`src/rtl/sfr_pkg.sv`:
```
// shared constants and types for the stream find-and-replace block
`timescale 1ns / 1ps

package sfr_pkg;

  // default sizes of the search and replacement buffers
  localparam int unsigned MAX_FIND_BYTES_DEF    = 8;
  localparam int unsigned MAX_REPLACE_BYTES_DEF = 8;

  // configuration port widths
  localparam int unsigned CFG_IDX_W  = 3;
  localparam int unsigned CFG_DATA_W = 64;

  // configuration register indexes
  typedef enum logic [CFG_IDX_W-1:0] {
    CFG_FIND_PATTERN   = 3'd0,
    CFG_FIND_LENGTH    = 3'd1,
    CFG_REPLACE_TEXT   = 3'd2,
    CFG_REPLACE_LENGTH = 3'd3
  } cfg_reg_e;

  // one result item waiting in the output queue
  typedef struct packed {
    logic [7:0] data;
    logic       byte_valid;
    logic       last;
  } sfr_entry_t;

  // window cell controls
  typedef struct packed {
    logic write;
    logic shift;
  } sfr_win_ctrl_t;

  // output queue cell controls
  typedef struct packed {
    logic pop;
    logic ld_lo;
    logic ld_hi;
  } sfr_q_ctrl_t;

endpackage

```
`src/rtl/sfr_if.sv`:
```
// stream and configuration channel interfaces
`timescale 1ns / 1ps

// text input channel
interface sfr_in_if;
  logic       valid;
  logic       ready;
  logic [7:0] in_byte;
  logic       end_of_stream;

  modport source (output valid, in_byte, end_of_stream, input ready);
  modport sink   (input valid, in_byte, end_of_stream, output ready);
endinterface

// rewritten text output channel
interface sfr_out_if;
  logic       valid;
  logic       ready;
  logic [7:0] out_byte;
  logic       byte_valid;
  logic       last;

  modport source (output valid, out_byte, byte_valid, last, input ready);
  modport sink   (input valid, out_byte, byte_valid, last, output ready);
endinterface

// register write channel
interface sfr_cfg_if;
  logic                           valid;
  logic                           ready;
  logic [sfr_pkg::CFG_IDX_W-1:0]  index;
  logic [sfr_pkg::CFG_DATA_W-1:0] data;

  modport source (output valid, index, data, input ready);
  modport sink   (input valid, index, data, output ready);
endinterface

```
`src/rtl/sfr_window_cell.sv`:
```
// one byte slot of the match window with its pattern compare
`timescale 1ns / 1ps

module sfr_window_cell #(
  parameter int unsigned IDX = 0,
  parameter int unsigned FW  = 4
) (
  input  logic                  clk_i,
  input  logic                  rst_ni,
  input  sfr_pkg::sfr_win_ctrl_t ctrl_i,
  input  logic [FW-1:0]         fill_i,
  input  logic [7:0]            in_byte_i,
  input  logic [7:0]            pat_byte_i,
  input  logic [7:0]            nbr_byte_i,
  output logic [7:0]            byte_o,
  output logic                  match_o
);

  logic [7:0] byte_q, byte_d;
  logic       here;

  // the incoming byte lands in the slot at the fill position
  assign here    = (fill_i == FW'(IDX));
  assign byte_o  = here ? in_byte_i : byte_q;
  assign match_o = (byte_o == pat_byte_i);

  // shift toward the head on a miss in a full window, else take the new byte
  always_comb begin
    byte_d = byte_q;
    if (ctrl_i.shift) begin
      byte_d = nbr_byte_i;
    end else if (ctrl_i.write && here) begin
      byte_d = in_byte_i;
    end
  end

  always_ff @(posedge clk_i or negedge rst_ni) begin
    if (!rst_ni) begin
      byte_q <= 8'd0;
    end else begin
      byte_q <= byte_d;
    end
  end

endmodule

```
`src/rtl/sfr_queue_cell.sv`:
```
// one slot of the output queue, shifting toward the head on a pop
`timescale 1ns / 1ps

module sfr_queue_cell (
  input  logic                clk_i,
  input  sfr_pkg::sfr_q_ctrl_t ctrl_i,
  input  sfr_pkg::sfr_entry_t  nbr_i,
  input  sfr_pkg::sfr_entry_t  lo_i,
  input  sfr_pkg::sfr_entry_t  hi_i,
  output sfr_pkg::sfr_entry_t  entry_o
);

  sfr_pkg::sfr_entry_t entry_q, entry_d;

  // load a new result or move up behind the popped head
  always_comb begin
    entry_d = entry_q;
    if (ctrl_i.ld_lo) begin
      entry_d = lo_i;
    end else if (ctrl_i.ld_hi) begin
      entry_d = hi_i;
    end else if (ctrl_i.pop) begin
      entry_d = nbr_i;
    end
  end

  always_ff @(posedge clk_i) begin
    entry_q <= entry_d;
  end

  assign entry_o = entry_q;

endmodule

```
`src/rtl/stream_find_replace.sv`:
```
// top level of the streaming find-and-replace block
//
// Text enters on in_i one byte item per cycle while in_i.ready is high, with
// end_of_stream on the final byte. Rewritten text leaves on out_o;
// byte_valid low marks the empty end item sent when the last window matched
// an empty replacement, and last flags the final result of the stream.
// Registers must be written on cfg_i only while no item is in flight; the
// block does not enforce this. Writing find_length empties the match window.
// One byte per cycle is taken while each item yields at most one result and
// out_o does not stall. An item that yields n results (a replacement or the
// flush at end of stream) takes n queue slots, and in_i takes no new item
// while more than one result is queued. The window cells compare the whole
// window in the cycle the byte arrives; the output queue drains one result
// per cycle while out_o is ready. When out_o stalls, one result may wait
// while another item is taken. Reset empties the window and queue and loads
// the register defaults: all-zero pattern of length 1, empty replacement.
`timescale 1ns / 1ps

module stream_find_replace #(
  parameter int unsigned MAX_FIND_BYTES    = sfr_pkg::MAX_FIND_BYTES_DEF,
  parameter int unsigned MAX_REPLACE_BYTES = sfr_pkg::MAX_REPLACE_BYTES_DEF
) (
  input  logic             clk_i,
  input  logic             rst_ni,
  sfr_in_if.sink           in_i,
  sfr_out_if.source        out_o,
  sfr_cfg_if.sink          cfg_i
);

  localparam int unsigned MAXR = (MAX_FIND_BYTES > MAX_REPLACE_BYTES) ?
                                 MAX_FIND_BYTES : MAX_REPLACE_BYTES;
  localparam int unsigned QD   = MAXR + 1;
  localparam int unsigned FW   = $clog2(MAX_FIND_BYTES + 1);
  localparam int unsigned RW   = $clog2(MAX_REPLACE_BYTES + 1);
  localparam int unsigned NW   = $clog2(MAXR + 1);
  localparam int unsigned CW   = $clog2(QD + 1);

  // configuration registers
  logic [63:0] find_pat_q;
  logic [3:0]  find_len_q;
  logic [63:0] repl_txt_q;
  logic [3:0]  repl_len_q;
  logic        cfg_wr;
  logic        len_wr;

  assign cfg_i.ready = 1'b1;
  assign cfg_wr      = cfg_i.valid;
  assign len_wr      = cfg_wr && (cfg_i.index == sfr_pkg::CFG_FIND_LENGTH);

  always_ff @(posedge clk_i or negedge rst_ni) begin
    if (!rst_ni) begin
      find_pat_q <= '0;
      find_len_q <= 4'd1;
      repl_txt_q <= '0;
      repl_len_q <= 4'd0;
    end else if (cfg_wr) begin
      case (cfg_i.index)
        sfr_pkg::CFG_FIND_PATTERN:   find_pat_q <= cfg_i.data;
        sfr_pkg::CFG_FIND_LENGTH:    find_len_q <= cfg_i.data[3:0];
        sfr_pkg::CFG_REPLACE_TEXT:   repl_txt_q <= cfg_i.data;
        sfr_pkg::CFG_REPLACE_LENGTH: repl_len_q <= cfg_i.data[3:0];
        default: ;
      endcase
    end
  end

  // clamp lengths into the supported range
  logic [FW-1:0] len_eff;
  logic [RW-1:0] rlen_eff;

  always_comb begin
    if (find_len_q == 4'd0) begin
      len_eff = FW'(1);
    end else if (find_len_q > 4'(MAX_FIND_BYTES)) begin
      len_eff = FW'(MAX_FIND_BYTES);
    end else begin
      len_eff = find_len_q[FW-1:0];
    end
    if (repl_len_q > 4'(MAX_REPLACE_BYTES)) begin
      rlen_eff = RW'(MAX_REPLACE_BYTES);
    end else begin
      rlen_eff = repl_len_q[RW-1:0];
    end
  end

  // handshakes
  logic [CW-1:0] cnt_q, cnt_d;
  logic          acc;
  logic          pop;
  logic          eos;

  assign in_i.ready = (cnt_q <= CW'(1));
  assign acc        = in_i.valid && in_i.ready;
  assign pop        = out_o.valid && out_o.ready;
  assign eos        = in_i.end_of_stream;

  // match window: a row of cells
  logic [FW-1:0]          fill_q, fill_d;
  logic [FW-1:0]          fill_p1;
  logic                   full;
  logic                   hit;
  logic [7:0]             wnew [MAX_FIND_BYTES];
  logic [MAX_FIND_BYTES-1:0] match_v;
  logic [MAX_FIND_BYTES-1:0] hit_v;
  sfr_pkg::sfr_win_ctrl_t win_ctrl;

  assign fill_p1        = fill_q + FW'(1);
  assign full           = (fill_p1 == len_eff);
  assign hit            = &hit_v;
  assign win_ctrl.write = acc;
  assign win_ctrl.shift = acc && full && !hit && !eos;

  for (genvar k = 0; k < MAX_FIND_BYTES; k++) begin : g_win
    logic [7:0] nbr;
    if (k < MAX_FIND_BYTES - 1) begin : g_mid
      assign nbr = wnew[k+1];
    end else begin : g_end
      assign nbr = 8'd0;
    end

    sfr_window_cell #(
      .IDX (k),
      .FW  (FW)
    ) u_cell (
      .clk_i      (clk_i),
      .rst_ni     (rst_ni),
      .ctrl_i     (win_ctrl),
      .fill_i     (fill_q),
      .in_byte_i  (in_i.in_byte),
      .pat_byte_i (find_pat_q[8*k +: 8]),
      .nbr_byte_i (nbr),
      .byte_o     (wnew[k]),
      .match_o    (match_v[k])
    );

    // slots past the pattern length do not take part
    assign hit_v[k] = match_v[k] || (FW'(k) >= len_eff);
  end

  // window fill count
  always_comb begin
    fill_d = fill_q;
    if (len_wr) begin
      fill_d = '0;
    end else if (acc) begin
      if (eos || (full && hit)) begin
        fill_d = '0;
      end else if (full) begin
        fill_d = fill_q;
      end else begin
        fill_d = fill_p1;
      end
    end
  end

  always_ff @(posedge clk_i or negedge rst_ni) begin
    if (!rst_ni) begin
      fill_q <= '0;
    end else begin
      fill_q <= fill_d;
    end
  end

  // results of the item: window bytes, replacement or empty end item
  logic          sel_repl;
  logic          marker;
  logic [NW-1:0] n_res;

  assign sel_repl = full && hit;
  assign marker   = sel_repl && eos && (rlen_eff == '0);

  always_comb begin
    if (!full) begin
      n_res = eos ? NW'(fill_p1) : '0;
    end else if (hit) begin
      n_res = marker ? NW'(1) : NW'(rlen_eff);
    end else begin
      n_res = eos ? NW'(len_eff) : NW'(1);
    end
  end

  sfr_pkg::sfr_entry_t res [MAXR];

  for (genvar j = 0; j < MAXR; j++) begin : g_res
    logic [7:0] wb;
    logic [7:0] rb;
    if (j < MAX_FIND_BYTES) begin : g_wb
      assign wb = wnew[j];
    end else begin : g_wz
      assign wb = 8'd0;
    end
    if (j < MAX_REPLACE_BYTES) begin : g_rb
      assign rb = repl_txt_q[8*j +: 8];
    end else begin : g_rz
      assign rb = 8'd0;
    end
    assign res[j].data       = marker ? 8'd0 : (sel_repl ? rb : wb);
    assign res[j].byte_valid = !marker;
    assign res[j].last       = eos && (n_res == NW'(j + 1));
  end

  // output queue: a row of cells drained from the head
  logic                base;
  sfr_pkg::sfr_entry_t qe [QD];

  assign base = (cnt_q == CW'(1)) && !pop;

  for (genvar k = 0; k < QD; k++) begin : g_q
    sfr_pkg::sfr_entry_t nbr;
    sfr_pkg::sfr_entry_t lo;
    sfr_pkg::sfr_entry_t hi;
    sfr_pkg::sfr_q_ctrl_t qc;

    if (k < QD - 1) begin : g_nbr
      assign nbr = qe[k+1];
      assign lo  = res[k];
    end else begin : g_nbr_end
      assign nbr = '0;
      assign lo  = '0;
    end
    if (k >= 1) begin : g_hi
      assign hi       = res[k-1];
      assign qc.ld_hi = acc && base && (CW'(k - 1) < CW'(n_res));
    end else begin : g_hi_none
      assign hi       = '0;
      assign qc.ld_hi = 1'b0;
    end
    assign qc.pop   = pop;
    assign qc.ld_lo = acc && !base && (CW'(k) < CW'(n_res));

    sfr_queue_cell u_qcell (
      .clk_i   (clk_i),
      .ctrl_i  (qc),
      .nbr_i   (nbr),
      .lo_i    (lo),
      .hi_i    (hi),
      .entry_o (qe[k])
    );
  end

  // queue occupancy
  assign cnt_d = cnt_q - CW'(pop) + (acc ? CW'(n_res) : CW'(0));

  always_ff @(posedge clk_i or negedge rst_ni) begin
    if (!rst_ni) begin
      cnt_q <= '0;
    end else begin
      cnt_q <= cnt_d;
    end
  end

  assign out_o.valid      = (cnt_q != '0);
  assign out_o.out_byte   = qe[0].data;
  assign out_o.byte_valid = qe[0].byte_valid;
  assign out_o.last       = qe[0].last;

endmodule

```
`src/flat_wrapper.sv`:
```
// flat-port wrapper written by rule: the top's interface ports become plain ports
module stream_find_replace_flat 
#(
  parameter int unsigned MAX_FIND_BYTES    = sfr_pkg::MAX_FIND_BYTES_DEF,
  parameter int unsigned MAX_REPLACE_BYTES = sfr_pkg::MAX_REPLACE_BYTES_DEF
)
  (clk_i, rst_ni, in_i_valid, in_i_in_byte, in_i_end_of_stream, in_i_ready, out_o_valid, out_o_out_byte, out_o_byte_valid, out_o_last, out_o_ready, cfg_i_valid, cfg_i_index, cfg_i_data, cfg_i_ready);
  sfr_in_if in_i_i ();
  sfr_out_if out_o_i ();
  sfr_cfg_if cfg_i_i ();
  input  logic clk_i;
  input  logic rst_ni;
  input wire logic [$bits(in_i_i.valid)-1:0] in_i_valid;
  input wire logic [$bits(in_i_i.in_byte)-1:0] in_i_in_byte;
  input wire logic [$bits(in_i_i.end_of_stream)-1:0] in_i_end_of_stream;
  output wire logic [$bits(in_i_i.ready)-1:0] in_i_ready;
  output wire logic [$bits(out_o_i.valid)-1:0] out_o_valid;
  output wire logic [$bits(out_o_i.out_byte)-1:0] out_o_out_byte;
  output wire logic [$bits(out_o_i.byte_valid)-1:0] out_o_byte_valid;
  output wire logic [$bits(out_o_i.last)-1:0] out_o_last;
  input wire logic [$bits(out_o_i.ready)-1:0] out_o_ready;
  input wire logic [$bits(cfg_i_i.valid)-1:0] cfg_i_valid;
  input wire logic [$bits(cfg_i_i.index)-1:0] cfg_i_index;
  input wire logic [$bits(cfg_i_i.data)-1:0] cfg_i_data;
  output wire logic [$bits(cfg_i_i.ready)-1:0] cfg_i_ready;
  assign in_i_i.valid = in_i_valid;
  assign in_i_i.in_byte = in_i_in_byte;
  assign in_i_i.end_of_stream = in_i_end_of_stream;
  assign in_i_ready = in_i_i.ready;
  assign out_o_valid = out_o_i.valid;
  assign out_o_out_byte = out_o_i.out_byte;
  assign out_o_byte_valid = out_o_i.byte_valid;
  assign out_o_last = out_o_i.last;
  assign out_o_i.ready = out_o_ready;
  assign cfg_i_i.valid = cfg_i_valid;
  assign cfg_i_i.index = cfg_i_index;
  assign cfg_i_i.data = cfg_i_data;
  assign cfg_i_ready = cfg_i_i.ready;
  stream_find_replace #(.MAX_FIND_BYTES(MAX_FIND_BYTES), .MAX_REPLACE_BYTES(MAX_REPLACE_BYTES)) u_core (.clk_i(clk_i), .rst_ni(rst_ni), .in_i(in_i_i), .out_o(out_o_i), .cfg_i(cfg_i_i));
endmodule
```
`config.mk`:
```
export PLATFORM = sky130hd
export DESIGN_NAME = stream_find_replace_flat
export DESIGN_NICKNAME = d
export VERILOG_FILES = /design/src/rtl/sfr_pkg.sv /design/src/rtl/sfr_if.sv /design/src/rtl/sfr_window_cell.sv /design/src/rtl/sfr_queue_cell.sv /design/src/rtl/stream_find_replace.sv /design/src/flat_wrapper.sv
export SDC_FILE = /design/constraint.sdc
export NUM_CORES = 1
export LEC_CHECK = 0
export ABC_CLOCK_PERIOD_IN_PS = 12550
export BUFFER_PORTS_ARGS = -buffer_cell sky130_fd_sc_hd__buf_4
export CAP_MARGIN = 20
export CORE_MARGIN = 10
export CORE_UTILIZATION = 60
export DETAILED_ROUTE_END_ITERATION = 8
export HOLD_SLACK_MARGIN = 0.15
export PLACE_DENSITY = 0.79
export SLEW_MARGIN = 20
export SYNTH_ARGS = -nofsm -noshare
export SYNTH_HDL_FRONTEND = slang
export SYNTH_SLANG_ARGS = --single-unit
```
`constraint.sdc`:
```
create_clock -name clk_i -period 12.55 [get_ports clk_i]
set_input_delay 2.51 -clock clk_i [delete_from_list [all_inputs] [get_ports clk_i]]
set_output_delay 2.51 -clock clk_i [all_outputs]
set_load 0.02 [all_outputs]
```
Word-level counts from Yosys, hierarchy flattened:

Cells that the tools add are included.

* $add $sub $neg: 3
* order comparisons: 20
* eq/ne operators: 29
* mux-type cells: 78
* reductions and logical operators: 88

Operators by type and width (count)
* $mux 8: 40
* $mux 10: 25
* $eq 8x8->1: 8
* $mux 4: 13
* $logic_and 1x1->1: 45
* $eq 4x3->1 const B: 8
* $reduce_bool 2->1: 11
* $reduce_bool 3->1: 7
* $eq 4x2->1 const B: 4
* $ge 3x4->1 const A: 4
* $lt 3x4->1 const A: 4
* $eq 4x1->1 const B: 3
* $logic_not 4->1: 3
* $reduce_and 2->1: 5
* $logic_or 1x1->1: 9
* $ge 1x4->1 const A: 2
* $ge 2x4->1 const A: 2
* $gt 4x4->1 const B: 2
* $lt 1x4->1 const A: 2
* $lt 2x4->1 const A: 2
* $reduce_and 8->1: 1
* $eq 3x2->1 const B: 2
* $logic_not 1->1: 5
* $add 4x1->4 const B: 1
* other kinds (10): 10

* flip-flop bits (word level): 298
* output and inout bits: 13
* word-level logic and storage cells: 259

Depth between registers and ports, before layout:

Gate-level depths: netlist (run 1).

* word-level depth: 16
* depth in mapped cells: 21
* mapped depth without buffers: 18

Hierarchy:

A second synthesis (run 1) with hierarchy kept.

* cells, all modules: 1598
* area, all modules: 17190.2 um2

By module, submodules not included
* stream_find_replace: instances 1, cells each 672, area each 7218.2 um2, sequential area each 3604.7 um2
* sfr_queue_cell: instances 9, cells each 44, area each 519.2 um2, sequential area each 300.3 um2
* sfr_window_cell at u_core.g_win[1].u_cell ...: instances 3, cells each 66, area each 664.4 um2, sequential area each 200.2 um2
* sfr_window_cell at u_core.g_win[3].u_cell ...: instances 3, cells each 66, area each 655.6 um2, sequential area each 200.2 um2
* sfr_window_cell at u_core.g_win[7].u_cell: instances 1, cells each 68, area each 685.7 um2, sequential area each 200.2 um2
* sfr_window_cell at u_core.g_win[0].u_cell: instances 1, cells each 66, area each 653.1 um2, sequential area each 200.2 um2

Worst setup path after synthesis (run 1):

Ideal clock, no wire load.

* path kind: input-to-reg
* start point: in in_i_in_byte[0]
* end point: reg u_core.g_q[4].u_qcell.entry_q (netlist bit u_core.g_q[4].u_qcell.entry_o[0]), enable pin
* library setup time: 0.304 ns
* data arrival time: 6.324 ns
* slack: 5.922 ns
* stages on the path: 14
* buffers on the path: 2
* cells stage by stage: clkbuf_1 -> inv_1 -> o22ai_1 -> nor4_2 -> o2111ai_1 -> or4b_1 -> a221o_1 -> or4_1 -> buf_6 -> mux2i_1 -> a211oi_2 -> o21ai_2 -> and2_1 -> or3_1

* cells in the longest elaborated chain, start to end: 13

Ends and longest elaborated chain
* start: declaration: RTL line flat_wrapper.sv:14 `input wire logic [$bits(in_i_i.in_byte)-1:0] in_i_in_byte;`
* $mux 8: RTL line sfr_window_cell.sv:24 `assign byte_o = here ? in_byte_i : byte_q;`
* $eq 8x8->1: RTL line sfr_window_cell.sv:25 `assign match_o = (byte_o == pat_byte_i);`
* $logic_or 1x1->1: RTL line stream_find_replace.sv:137 `assign hit_v[k] = match_v[k] || (FW'(k) >= len_eff);`
* $reduce_and 8->1 (*): RTL line stream_find_replace.sv:109 `assign hit = &hit_v;`
* $logic_and 1x1->1: RTL line stream_find_replace.sv:169 `assign sel_repl = full && hit;`
* $logic_and 1x1->1 (2 in series): RTL line stream_find_replace.sv:170 `assign marker = sel_repl && eos && (rlen_eff == '0);`
* $mux 4: RTL line stream_find_replace.sv:176 `n_res = marker ? NW'(1) : NW'(rlen_eff);`
* $mux 4 (*): RTL line stream_find_replace.sv:175 `end else if (hit) begin`
* $mux 4 (*): RTL line stream_find_replace.sv:173 `if (!full) begin`
* $lt 2x4->1 or $lt 3x4->1 (tied branches): RTL line stream_find_replace.sv:223, stream_find_replace.sv:229
* $logic_and 1x1->1, on equally long branches: RTL line stream_find_replace.sv:223, stream_find_replace.sv:229
* $reduce_bool 3->1 (no source line) (*)
* end signal: assignment: RTL line sfr_queue_cell.sv:28 `entry_q <= entry_d;`
* end: declaration: RTL line sfr_queue_cell.sv:13 `sfr_pkg::sfr_entry_t entry_q, entry_d;`

Mark *: on every way between the ends. The rest lies on a longest branch, timed or not.
A chain may end at the register's enable or synchronous reset.

Worst setup path in the final report (run 1):

* start point: in in_i_in_byte[0]
* end point: reg u_core.g_q[6].u_qcell.entry_q (netlist bit u_core.g_q[6].u_qcell.entry_o[9]), enable pin

* cells in the longest elaborated chain, start to end: 13

Ends and longest elaborated chain (RTL line)
* $mux 8: sfr_window_cell.sv:24
* $eq 8x8->1: sfr_window_cell.sv:25
* $logic_or 1x1->1: stream_find_replace.sv:137
* $reduce_and 8->1 (*): stream_find_replace.sv:109
* $logic_and 1x1->1: stream_find_replace.sv:169
* $logic_and 1x1->1 (2 in series): stream_find_replace.sv:170
* $mux 4: stream_find_replace.sv:176
* $mux 4 (*): stream_find_replace.sv:175
* $mux 4 (*): stream_find_replace.sv:173
* $lt 3x4->1, on equally long branches: stream_find_replace.sv:223, stream_find_replace.sv:229
* $logic_and 1x1->1, on equally long branches: stream_find_replace.sv:223, stream_find_replace.sv:229
* $reduce_bool 3->1 (no source line) (*)
* end signal: assignment: sfr_queue_cell.sv:28
* end: declaration: sfr_queue_cell.sv:13

Marks and branches as above.

==> summary.txt, run 1 <==
Status
  • Status: finished clean

Hold path
  • Tightest Hold Check Type: register to register

Floorplanning
  • Floorplan row count: 60
  • Core area: 27100 um2
  • Die height: 186 um
  • Die Width: 186 um
  • Io pins: 94
  • Die area: 34700 um2
  • Initial Utilization: 61.2%

Global routing
  • Met2 usage: 41.6%
  • Vias in the first global route: 13100
  • Grt ovf: 0
  • Largest net degree at the start of global routing: 83
  • Met1 Resource Use GR: 34.2%
  • Gr usage total: 26.8%
  • GRT met3 Usage: 5.53%
  • Initial antenna violation count: 0
  • Global-route wire length before repair: 75200 um
  • Busiest grt layer: met2

Finish
  • Layout cell share with drive strength beyond 1: 21.7%
  • Antenna diode count: 0
  • Most frequent cells in the layout: 208 x nor2_1, 207 x dfrtp_1, 141 x mux2_2
  • Final core occ: 68.3%
  • Area Overhead vs Synth: 11.6%
  • Final nets: 1776
  • Most common cell after layout, fill and taps aside: nor2_1
  • Fillers: 2016

Route
  • Antenna viol nets, final: 0
  • Average wire per standard cell: 23.2 um
  • # DRC: 0
  • Initial DRC Count: 1722
  • Via density: 6.44
  • 1st-pass router iterations: 6
  • DR vias: 13400
  • Final WL: 48300 um

STA
  • Hold slack: 0.475 ns
  • RSZ-0062 raised after global routing: no
  • Fin. Hold Viols: 0
  • Slew Limit Fails: 0
  • Sum Neg Setup Slack: 0 ns
  • Clk_skew: 0.0151 ns
  • Worst slew margin: 33.2%
  • Tmin final: 8.05 ns
  • Final setup fails: 0
  • Worst-Margin Slew: 1.00 ns
  • F_max: 124 MHz
  • Tcrit/Tclk final: 64.2%

Worst setup path
  • CP cell instances: buf_4 -> inv_1 -> o22ai_1 -> nor4_2 -> o2111ai_1 -> or4b_1 -> a221o_1 -> or4_1 -> nor2_4 -> buf_4 -> a21oi_2 -> buf_4 -> nor2b_1 -> nor2_1 -> or3_1
  • Crit-path max cell delay: 0.82 ns
  • Startpoint types: input pin
  • Most used cell, CP: buf_4
  • CP arrival: 8.23 ns
  • Critical Path Fanout Max: 82
  • Data required time of the worst path: 12.73 ns
  • Crit Path Class: input pin to register
  • CP max stage cell: or4_1
  • Crit end category: register

Synthesis
  • Sequential share of the synthesized area: 47.0%
  • Yosys warnings: 0
  • Ys flop type: dfrtp_1
  • Mapped Area: 16600 um2
  • Synth Area per Inst: 10.0 um2
  • Synthesized flop and latch total: 298
  • Number of synthesized flops with an enable pin: 80
  • Synth Instances: 1652
  • Cell variety after synth: 83
  • Post-Syn Nets: 1744
  • Async SR Flop Fraction: 69.8%

Run
  • Max-cap violation count: 0

Clocking
  • Setup bufs post-CTS: 0
  • CTS clk-pin slew, worst paths: 0.06 ns
  • CTS Hold Bufs: 0
  • Max Buffers Root-to-Sink: 3
  • Clk sink count: 298
  • H-Tree Depth: 2
  • Worst-Skew Late Latency: 0.52 ns
  • Root Buffer Master: clkbuf_16
  • Post-CTS Resized: 0
  • CTS Buf Count: 34
  • CTS tree: done

Placed design
  • IO buf count: 92
  • GP Congestion: 0.937
  • Post-detail-place hpwl: 34400 um

Power and ir drop
  • Peak supply drop: 0.000150 V
  • Power Dens Cells: 190 nW/um2
  • Power, Total: 0.00352 W
  • Static leakage: 7.78 nW
[area by class of cell]
type / instances / area, um2 / share of cell area [%]
multi-input combinational: 1178 / 8080 / 43.7
sequential: 298 / 7810 / 42.2
clock buffer: 52 / 1020 / 5.51
timing repair buffer: 108 / 817 / 4.41
tap: 372 / 465 / 2.51
inverter: 64 / 240 / 1.30
clock inverter: 9 / 82.6 / 0.446
[through the flow]
step | std cells | instance area [um2] | setup slack [ns]
final | 2081 | 18500 | 4.50
after floorplan | 1652 | 16600 | 5.92
after detailed placement | 2020 | 17400 | 4.07
after global placement | 2019 | 17400 | 3.87
after global routing | 2081 | 18500 | 4.25
after CTS | 2081 | 18500 | 4.58
[synth_stat cells (all sizes together), types with 9 or more instances]
cell type	count	share of area [%]
buf	43	1.5
xnor2	28	1.5
nor3b	15	0.77
a21oi	79	2.5
and3	9	0.34
a2bb2oi	9	0.47
mux2	150	10
clkbuf	69	1.6
xor2	28	1.5
dfrtp	207	31
dfxtp	10	1.2
nor2	210	4.8
o21ai	55	1.7
nor4	14	0.57
a31o	27	1.4
nand2	132	3.0
mux2i	87	5.3
o22ai	94	3.5
edfxtp	80	14
nand2b	30	1.1
ha	10	0.75
nand3	19	0.57
inv	63	1.4
nand3b	9	0.41
a31oi	40	1.5
or2	11	0.41
[final timing paths]
| path | start | to | slack [ns] | depth (start not counted) |
|---|---|---|---|---|
| setup reg to reg | u_core.fill_q[0] | u_core.g_q[6].u_qcell.entry_o[9] | 5.51 | 15 |
| min in group asynchronous | rst_ni | u_core.g_win[1].u_cell.byte_q[6] | 2.04 | 1 |
| setup / recovery | in_i_in_byte[0] | u_core.g_q[6].u_qcell.entry_o[9] | 4.50 | 15 |
| hold / removal | u_core.g_q[8].u_qcell.entry_o[0] | u_core.g_q[8].u_qcell.entry_o[0] | 0.47 | 2 |
| max in group asynchronous | rst_ni | u_core.find_pat_q[63] | 9.21 | 2 |
| hold reg to reg | u_core.g_q[8].u_qcell.entry_o[0] | u_core.g_q[8].u_qcell.entry_o[0] | 0.47 | 2 |
[power by group]
| group | internal, W | total (W) | switching, W |
|---|---|---|---|
| combinational | 0.000447 | 0.00105 | 0.000602 |
| clock | 0.000583 | 0.000984 | 0.000401 |
| sequential | 0.00125 | 0.00149 | 0.000234 |
[routing by layer]
metal / share of wire (%) / vias to the layer above
met5: 0 / -
met4: 6.5 / 0
met3: 9.5 / 163
met2: 45 / 803
met1: 39 / 6403
li1: - / 6043
[cells by family (layout without fill, tap and decap cells)]
group / count (synthesis) / count (layout) / share of synthesized area [%]
AO/OA/AOI/OAI: 376 / 376 / 15.0
XOR/XNOR: 56 / 56 / 2.95
adder cells (fa/ha/maj): 11 / 11 / 0.874
buffers and inverters: 176 / 233 / 4.52
flip-flops: 298 / 298 / 47.0
multiplexers: 237 / 237 / 15.7
other: 1 / 1 / 0.0226
AND/OR/NAND/NOR: 497 / 497 / 13.9
[worst max-delay path, delay by kind of cell]
kind	cells	cell delay [ns]
buffers and inverters	4	1.54
AND/OR/NAND/NOR	7	3.25
AO/OA/AOI/OAI	4	0.88
[state kept, by name (all words and copies together), names as in the netlist]
| name | flops |
|---|---|
| u_core.find_len_q | 4 |
| u_core.find_pat_q | 64 |
| u_core.g_q.u_qcell.entry_o | 90 |
| u_core.repl_txt_q | 64 |
| u_core.cnt_q | 4 |
| u_core.g_win.u_cell.byte_q | 64 |
| u_core.fill_q | 4 |
| u_core.repl_len_q | 4 |
No activity file was read; power rests on OpenSTA's default activity.
==> run 2: changes to the inputs <==
Settings changed: ABC_CLOCK_PERIOD_IN_PS 12550 to 7330, CORE_UTILIZATION 60 to 56, PLACE_DENSITY 0.79 to 0.77.
Clock period 12.55 ns to 7.33 ns, I/O delays scaled along.
==> summary.txt, run 2 (synthesis gave the netlist of run 1 again) <==
Placed design
  • IO buf count: 92 (unchanged)
  • Post-detail-place hpwl: 34600 um (+0.56%)
  • Area after DPL: 17500 um2 (+0.70%)
  • GP Congestion: 0.948 (+1.2%)

STA
  • Worst-Margin Slew: 1.00 ns (+0.000108 ns)
  • Fin. Hold Viols: 0 (unchanged)
  • Slew Limit Fails: 0 (unchanged)
  • Worst slew margin: 33.2% (about the same)
  • Clk_skew: 0.0156 ns (+0.000460 ns)
  • Sum Neg Setup Slack: 0 ns (unchanged)
  • Hold slack: 0.485 ns (+0.0102 ns)
  • Tcrit/Tclk final: 86.1%
  • F_max: 159 MHz
  • Final setup fails: 0 (unchanged)
  • Tmin final: 6.31 ns
  • RSZ-0062 raised after global routing: no

Finish
  • Area Overhead vs Synth: 12.5%
  • Layout cell share with drive strength beyond 1: 22.1% (+0.37 points)
  • Most frequent cells in the layout: 208 x nor2_1, 207 x dfrtp_1, 141 x mux2_2
  • Fillers: 2360 (+17%)
  • Finished layout cell area: 18700 um2 (+0.86%)
  • Most common cell after layout, fill and taps aside: nor2_1
  • Max FFs per register: 90 (unchanged)
  • Final core occ: 64.4% (-4.0 points)
  • Final nets: 1788 (+0.68%)

Floorplanning
  • Core area: 29000 um2 (+7.1%)
  • Die area: 36900 um2 (+6.4%)
  • Initial Utilization: 57.2% (-4.0 points)
  • Floorplan row count: 62 (+3.3%)
  • Die height: 192 um (+3.1%)
  • Die Width: 192 um (+3.1%)
  • Io pins: 94 (unchanged)

Clocking
  • Max Buffers Root-to-Sink: 3 (unchanged)
  • Setup bufs post-CTS: 0 (unchanged)
  • Root Buffer Master: clkbuf_16
  • Worst-Skew Late Latency: 0.51 ns (about the same)
  • CTS Hold Bufs: 0 (unchanged)
  • H-Tree Depth: 2 (unchanged)
  • Post-CTS Resized: 0 (unchanged)
  • CTS Buf Count: 34 (unchanged)
  • CTS tree: done
  • CTS clk-pin slew, worst paths: 0.06 ns (about the same)
  • Clk sink count: 298 (unchanged)

Global routing
  • Gr usage total: 26.2% (-0.58 points)
  • Initial antenna violation count: 0 (unchanged)
  • Largest net degree at the start of global routing: 149 (+80%)
  • Global-route wire length before repair: 75900 um (+0.85%)
  • Grt ovf: 0 (unchanged)
  • Vias in the first global route: 13100 (+0.0076%)

Worst setup path
  • Crit Path Class: register to register
  • Critical Path Fanout Max: 14 (-83%)
  • Data required time of the worst path: 7.49 ns (-5.24 ns)
  • Crit end category: register
  • Startpoint types: register
  • CP arrival: 6.47 ns (-1.76 ns)

Power and ir drop
  • Power Dens Cells: 328 nW/um2 (+72%)
  • Power, Total: 0.00612 W (+74%)
  • Peak supply drop: 0.000196 V (+31%)
  • P_sw: 0.00213 W (+72%)
  • Switch share: 34.7% (-0.42 points)
  • Clock power share: 28.6% (+0.7 points)
  • Power share of the combinational group: 30.0% (+0.2 points)
  • Register share of total power: 41.5% (-0.8 points)
  • Total internal power: 0.00400 W (+75%)
  • Static leakage: 7.86 nW (+1.0%)

Route
  • Average wire per standard cell: 23.2 um (about the same)
  • # DRC: 0 (unchanged)
  • Via density: 6.38 (-0.95%)
  • Antenna viol nets, final: 0 (unchanged)
  • DR vias: 13400 (+0.24%)
  • Initial DRC Count: 1433 (-17%)
  • 1st-pass router iterations: 6 (unchanged)
  • Final WL: 49000 um (+1.3%)

Run
  • Max-cap violation count: 0 (unchanged)

Hold path
  • Tightest Hold Check Type: register to register

Status
  • Status: finished clean
## run 2: power groups by stage
stage / sequential [W] / combinational [W] / clock [W]
2_1_floorplan: 0.00241 / 0.00126 / 0
3_3_place_gp: 0.00253 / 0.00176 / 0
3_5_place_dp: 0.00254 / 0.00180 / 0
4_1_cts: 0.00252 / 0.00182 / 0.00177
5_1_grt: 0.00257 / 0.00200 / 0.00184
6_report: 0.00254 / 0.00184 / 0.00175
## run 2: routing by layer
metal,part of all wire [%],track usage (%),wire (um),vias to the layer above
met5,0,0,0,-
met4,5.6,14.0,2740,0
met3,7.9,3.59,3850,133
met2,46,42.1,22700,702
met1,40,33.9,19600,6554
li1,-,-,-,6055
## run 2: per-stage QoR
step	std cells	worst slack, ns
after global routing	2105	0.611
after global placement	2044	0.611
after CTS	2105	1.13
after floorplan	1652	1.75
final	2106	1.02
after detailed placement	2044	0.633
## run 2: critical path, cell delays in order, from the launching register on
cell       delay (ns)
dfrtp_1          0.53
ha_1             0.27
or3b_1           0.67
mux2i_1          0.32
a2bb2oi_1        0.27
and4_1           0.24
or4b_1           0.48
a221o_1          0.36
or4_1            0.80
mux2i_1          0.46
o211a_1          0.30
nor2b_1          0.06
nor2_1           0.75
or3_1            0.46
## run 2: cell type report
type | instances | area (um2) | area share [%]
tap | 384 | 480 | 2.57
multi-input combinational | 1178 | 8080 | 43.3
sequential | 298 | 7810 | 41.8
antenna | 1 | 2.50 | 0.0134
timing repair buffer | 120 | 920 | 4.92
inverter | 64 | 240 | 1.29
clock buffer | 50 | 983 | 5.27
clock inverter | 11 | 159 | 0.851
## run 2: worst paths after layout
check / slack, ns / start / cells past startpoint / endpoint
max: 1.02 / u_core.fill_q[0] / 13 / u_core.g_q[6].u_qcell.entry_o[5]
max in group asynchronous: 5.18 / rst_ni / 2 / u_core.find_pat_q[61]
min: 0.49 / u_core.g_q[8].u_qcell.entry_o[0] / 2 / u_core.g_q[8].u_qcell.entry_o[0]
min in group asynchronous: 0.93 / rst_ni / 1 / u_core.repl_txt_q[12]
max reg2reg: 1.02 / u_core.fill_q[0] / 13 / u_core.g_q[6].u_qcell.entry_o[5]
min reg2reg: 0.49 / u_core.g_q[8].u_qcell.entry_o[0] / 2 / u_core.g_q[8].u_qcell.entry_o[0]
